## src/design/lbf_pkg.sv

```systemverilog
// ---------------------------------------------------------------------------
// lbf_pkg: shared types and constants of the line box filter
// Widths, the chain depth and the reciprocal table used for the window mean.
// ---------------------------------------------------------------------------
package lbf_pkg;

    localparam int MAX_RADIUS  = 63;
    localparam int SAMPLE_BITS = 16;
    localparam int R_W         = 6;
    localparam int W_W         = R_W + 1;
    localparam int SUM_W       = 23;
    localparam int POS_W       = 13;
    localparam int CHAIN_DEPTH = 2 * MAX_RADIUS + 2;
    localparam int IDX_W       = $clog2(CHAIN_DEPTH);
    localparam int RECIP_SHIFT = 30;
    localparam int RECIP_W     = 31;
    localparam int PROD_W      = SUM_W + RECIP_W;
    localparam int RONE        = 2 ** RECIP_SHIFT;

    localparam logic [POS_W-1:0] POS_MAX = {POS_W{1'b1}};

    // APB register addresses
    localparam logic [1:0] ADDR_RADIUS = 2'd0;

    // ceil(2^30 / (2r+1)) for r = 0 .. 63; exact truncated quotient for sums < 2^23
    localparam logic [RECIP_W-1:0] RECIP [64] = '{
        31'((RONE + 0) / 1),     31'((RONE + 2) / 3),     31'((RONE + 4) / 5),
        31'((RONE + 6) / 7),     31'((RONE + 8) / 9),     31'((RONE + 10) / 11),
        31'((RONE + 12) / 13),   31'((RONE + 14) / 15),   31'((RONE + 16) / 17),
        31'((RONE + 18) / 19),   31'((RONE + 20) / 21),   31'((RONE + 22) / 23),
        31'((RONE + 24) / 25),   31'((RONE + 26) / 27),   31'((RONE + 28) / 29),
        31'((RONE + 30) / 31),   31'((RONE + 32) / 33),   31'((RONE + 34) / 35),
        31'((RONE + 36) / 37),   31'((RONE + 38) / 39),   31'((RONE + 40) / 41),
        31'((RONE + 42) / 43),   31'((RONE + 44) / 45),   31'((RONE + 46) / 47),
        31'((RONE + 48) / 49),   31'((RONE + 50) / 51),   31'((RONE + 52) / 53),
        31'((RONE + 54) / 55),   31'((RONE + 56) / 57),   31'((RONE + 58) / 59),
        31'((RONE + 60) / 61),   31'((RONE + 62) / 63),   31'((RONE + 64) / 65),
        31'((RONE + 66) / 67),   31'((RONE + 68) / 69),   31'((RONE + 70) / 71),
        31'((RONE + 72) / 73),   31'((RONE + 74) / 75),   31'((RONE + 76) / 77),
        31'((RONE + 78) / 79),   31'((RONE + 80) / 81),   31'((RONE + 82) / 83),
        31'((RONE + 84) / 85),   31'((RONE + 86) / 87),   31'((RONE + 88) / 89),
        31'((RONE + 90) / 91),   31'((RONE + 92) / 93),   31'((RONE + 94) / 95),
        31'((RONE + 96) / 97),   31'((RONE + 98) / 99),   31'((RONE + 100) / 101),
        31'((RONE + 102) / 103), 31'((RONE + 104) / 105), 31'((RONE + 106) / 107),
        31'((RONE + 108) / 109), 31'((RONE + 110) / 111), 31'((RONE + 112) / 113),
        31'((RONE + 114) / 115), 31'((RONE + 116) / 117), 31'((RONE + 118) / 119),
        31'((RONE + 120) / 121), 31'((RONE + 122) / 123), 31'((RONE + 124) / 125),
        31'((RONE + 126) / 127)
    };

    // window sum handed to the divider
    typedef struct packed {
        logic [SUM_W-1:0] sum;
        logic [R_W-1:0]   radius;
        logic             last;
    } lbf_sum_t;

endpackage

```

## src/design/lbf_cell.sv

```systemverilog
// ---------------------------------------------------------------------------
// lbf_cell: one sample cell of the delay chain
// Takes its upper neighbor on a shift, or the new sample when selected.
// ---------------------------------------------------------------------------
module lbf_cell (
    input  logic                            clk,
    input  logic                            shift,
    input  logic                            load,
    input  logic [lbf_pkg::SAMPLE_BITS-1:0] din_new,
    input  logic [lbf_pkg::SAMPLE_BITS-1:0] din_next,
    output logic [lbf_pkg::SAMPLE_BITS-1:0] q
);

    logic [lbf_pkg::SAMPLE_BITS-1:0] q_reg;

    always_ff @(posedge clk)
    begin
        if (shift)
        begin
            q_reg <= load ? din_new : din_next;
        end
    end

    assign q = q_reg;

endmodule

```

## src/design/lbf_chain.sv

```systemverilog
// ---------------------------------------------------------------------------
// lbf_chain: variable length sample delay line
// New samples enter at cell 2r; cell 0 then shows the sample one window back.
// ---------------------------------------------------------------------------
module lbf_chain (
    input  logic                            clk,
    input  logic                            shift,
    input  logic                            load,
    input  logic [lbf_pkg::IDX_W-1:0]       ins_idx,
    input  logic [lbf_pkg::SAMPLE_BITS-1:0] din,
    output logic [lbf_pkg::SAMPLE_BITS-1:0] tail
);

    logic [lbf_pkg::SAMPLE_BITS-1:0] q [lbf_pkg::CHAIN_DEPTH];

    genvar gi;
    generate
        for (gi = 0; gi < lbf_pkg::CHAIN_DEPTH; gi++)
        begin : g_cell
            logic [lbf_pkg::SAMPLE_BITS-1:0] nxt;
            logic                            sel;

            // top cell just recirculates
            if (gi == lbf_pkg::CHAIN_DEPTH - 1)
            begin : g_top
                assign nxt = q[gi];
            end
            else
            begin : g_mid
                assign nxt = q[gi+1];
            end

            assign sel = load && (ins_idx == lbf_pkg::IDX_W'(gi));

            lbf_cell u_cell (
                .clk      (clk),
                .shift    (shift),
                .load     (sel),
                .din_new  (din),
                .din_next (nxt),
                .q        (q[gi])
            );
        end
    endgenerate

    assign tail = q[0];

endmodule

```

## config.mk

```make
export PLATFORM = sky130hd
export DESIGN_NAME = lbf_chain
export DESIGN_NICKNAME = d
export VERILOG_FILES = /design/src/design/lbf_pkg.sv /design/src/design/lbf_cell.sv /design/src/design/lbf_chain.sv
export SDC_FILE = /design/constraint.sdc
export NUM_CORES = 2
export LEC_CHECK = 0
export ABC_AREA = 0
export BUFFER_PORTS_ARGS = -buffer_cell sky130_fd_sc_hd__buf_2
export CAP_MARGIN = 0
export CORE_MARGIN = 4
export CORE_UTILIZATION = 45
export DETAILED_ROUTE_END_ITERATION = 6
export SLEW_MARGIN = 40
export SYNTH_ARGS = -nofsm -noshare
export SYNTH_HDL_FRONTEND = slang
export SYNTH_HIERARCHICAL = 1
export SYNTH_SLANG_ARGS = --single-unit
```

## constraint.sdc

```tcl
create_clock -name clk -period 2 [get_ports clk]
set_input_delay 0.4 -clock clk [delete_from_list [all_inputs] [get_ports clk]]
set_output_delay 0.4 -clock clk [all_outputs]
set_load 0.02 [all_outputs]
```

==> reports/qor.csv <==
metric,value,unit
coreArea,208000,sq um
status,finished clean,
ys_seq_elements,2048,
synth.largest_area_cell,edfxtp_1,
power_frac_clock,0.400,
seq_area,61500,sq um
fp-row-count,167,
switchingPower,19.6,mW
die_h,466,um
area_growth,13.2,%
die_x,466,um
gp_routability_congestion,0.741,
wl_per_cell,23.2,um
crit_type,reg -> out,
synthArstFlopShare,0,
grt_setup_unrepaired,false,
synth_compound_area_frac,0,
synthTopCellsByCount,"edfxtp_1 (2048), mux2_4 (1280), mux2_2 (768), buf_6 (130), buf_12 (128)",
avgSynthCellArea,20.8,sq um
critPathRequiredTime,1.60,ns
io_pins,42,
start_util,0.454,
syn_area,94500,sq um
synth_top_family_by_area,multiplexers,
clk_latency,0.82,ns
cts_tree,built,
overflow,0,
cellPowerDensity,883,nW/um^2
synth_xor_area_frac,0,
crit_slowest_cell,edfxtp_1,
drv_slew,0,
grt_pass1_vias,44000,
drt_first_pass_iters,7,
via_per_inst,5.27,
numCtsBuffers,212,
clock.fmax,0.560,GHz
synth_edf_count,2048,
synthMuxAreaShare,0.295,
ctsHtreeMaxLevel,4,
die-area,217000,sq um
peakVddDrop,0.917,mV
drv_cap,0,
largest_register_ffs,2048,
post-route-period-util,0.893,
path_clk_slew,0.06,ns
num_vias,41400,
worst_pin_slew,0.815,ns
slew_headroom,0.457,
synth_fp_nets,4576,
worstHoldPathType,in -> reg,
final-hold-violation-count,0,
ys.warnings.count,6,
crit_family,flip-flops,
drtIter0Drc,2722,
cts_setup_buffers,0,
ys_types,24,
cts-root-buf,clkbuf_16,
drt-total-wl,183000,um
cpPeakStageDelay,0.41,ns
synth_simple_gate_area_share,0.0100,
min_period,1.79,ns
critical_path_buf_inv_count,1,
pwr-share-comb,0.062,
intPower,74.7,mW
synth-adder-area-share,0,
ant_nets,0,
yosysMostFrequentCell,edfxtp_1,
final_nets,4933,
yosysTopAreaCellShare,0.651,
switching_share,0.208,
finalSetupViolCount,0,
antenna_found_initial,9,
start_kind,flip-flop,
layout-drive-gt1-share,0.567,
drc,0,
grt_pass1_wl,281000,um
setup_tns,0,ns
portBuffers,41,
arrival,1.39,ns
hpwl,111000,um
synth_ff_type,edfxtp_1,
synth_area_leaders,"edfxtp_1 (65%), mux2_4 (20%), mux2_2 (9.2%)",
multiInputGateArea,29300,sq um
fill_cells,16400,
path_cells,buf_2,
post-route-util,0.514,
grt.total_usage,0.166,
grt_max_degree,92,
skew,0.0364,ns
worst_setup_path_end_kind,primary output,
ys_seq_area_frac,0.651,
synthesis.instances,4550,
p_leak,37.8,nW
pwr-share-seq,0.538,
cts_buffer_depth,3,
path_max_fanout,1,
cts_sinks,2048,
-- power groups by stage --
stage,Sequential [mW],Combinational [mW],Clock [mW]
2_1_floorplan,51.3,2.97,0
3_3_place_gp,51.6,5.83,0
3_5_place_dp,51.6,5.91,0
4_1_cts,50.8,5.95,39.0
5_1_grt,50.9,6.27,40.9
6_report,50.7,5.86,37.7
-- layer usage --
layer	share of wire	track usage
met3	0.033	0.0256
met5	0	0
met4	0.016	0.0352
met1	0.47	0.235
met2	0.48	0.274
-- cells by family after synthesis --
group	Yosys count
muxes	2048
DFF	2048
buffers and inverters	286
and+or+nand+nor	168
-- timing repair --
item | 4_1_cts | 5_1_grt
endpoints found under the hold margin | 2 | 0
gates resized for setup | 0 | 0
setup endpoints to repair | 0 | 0
hold buffers | 1 | 0
-- per-stage QoR --
step / worst slack [ns] / cell area (sq um) / hold WS [ns] / cells / power (mW)
global route: 0.113 / 107000 / 0.0927 / 7859 / 98.1
global placement: -0.525 / 100000 / 0.525 / 7480 / 57.5
floorplan: -0.0962 / 94800 / 0.512 / 4550 / 54.3
CTS: 0.0920 / 107000 / 0.0487 / 7858 / 95.7
finish: 0.215 / 107000 / 0.143 / 7859 / 94.4
detailed placement: -0.529 / 100000 / 0.532 / 7480 / 57.5
-- layout make-up --
type                    instances  share of cell area
well taps                    2788              0.0326
repair buffers                429              0.0563
multi-input cells            2216               0.274
clock inverters               102             0.00818
flip-flops and latches       2048               0.575
diodes                          1           0.0000234
clock buffers                 275              0.0534
-- cell usage in the layout (no fill, tap or decap), types with 13 or more instances in the layout --
cell type  count
edfxtp_1    2048
nor2_4        18
clkinv_1      41
mux2_2       768
mux2_4      1280
clkbuf_16    220
clkinv_2      36
nor3_2        16
bufinv_16     13
buf_12       225
clkbuf_1      55
nor2_2        63
nor2_1        15
buf_2         24
buf_4        168
-- final timing paths --
kind	from	endpoint	slack, ns	cells past startpoint
max	g_cell[0].u_cell/q[12]$_DFFE_PP_	tail[12]	0.21	1
min	din[13]	g_cell[8].u_cell/q[13]$_DFFE_PP_	0.14	2
max reg2reg	g_cell[12].u_cell/q[5]$_DFFE_PP_	g_cell[11].u_cell/q[5]$_DFFE_PP_	0.94	1
min reg2reg	g_cell[26].u_cell/q[13]$_DFFE_PP_	g_cell[25].u_cell/q[13]$_DFFE_PP_	0.51	1
(Power assumes the default switching activity.)
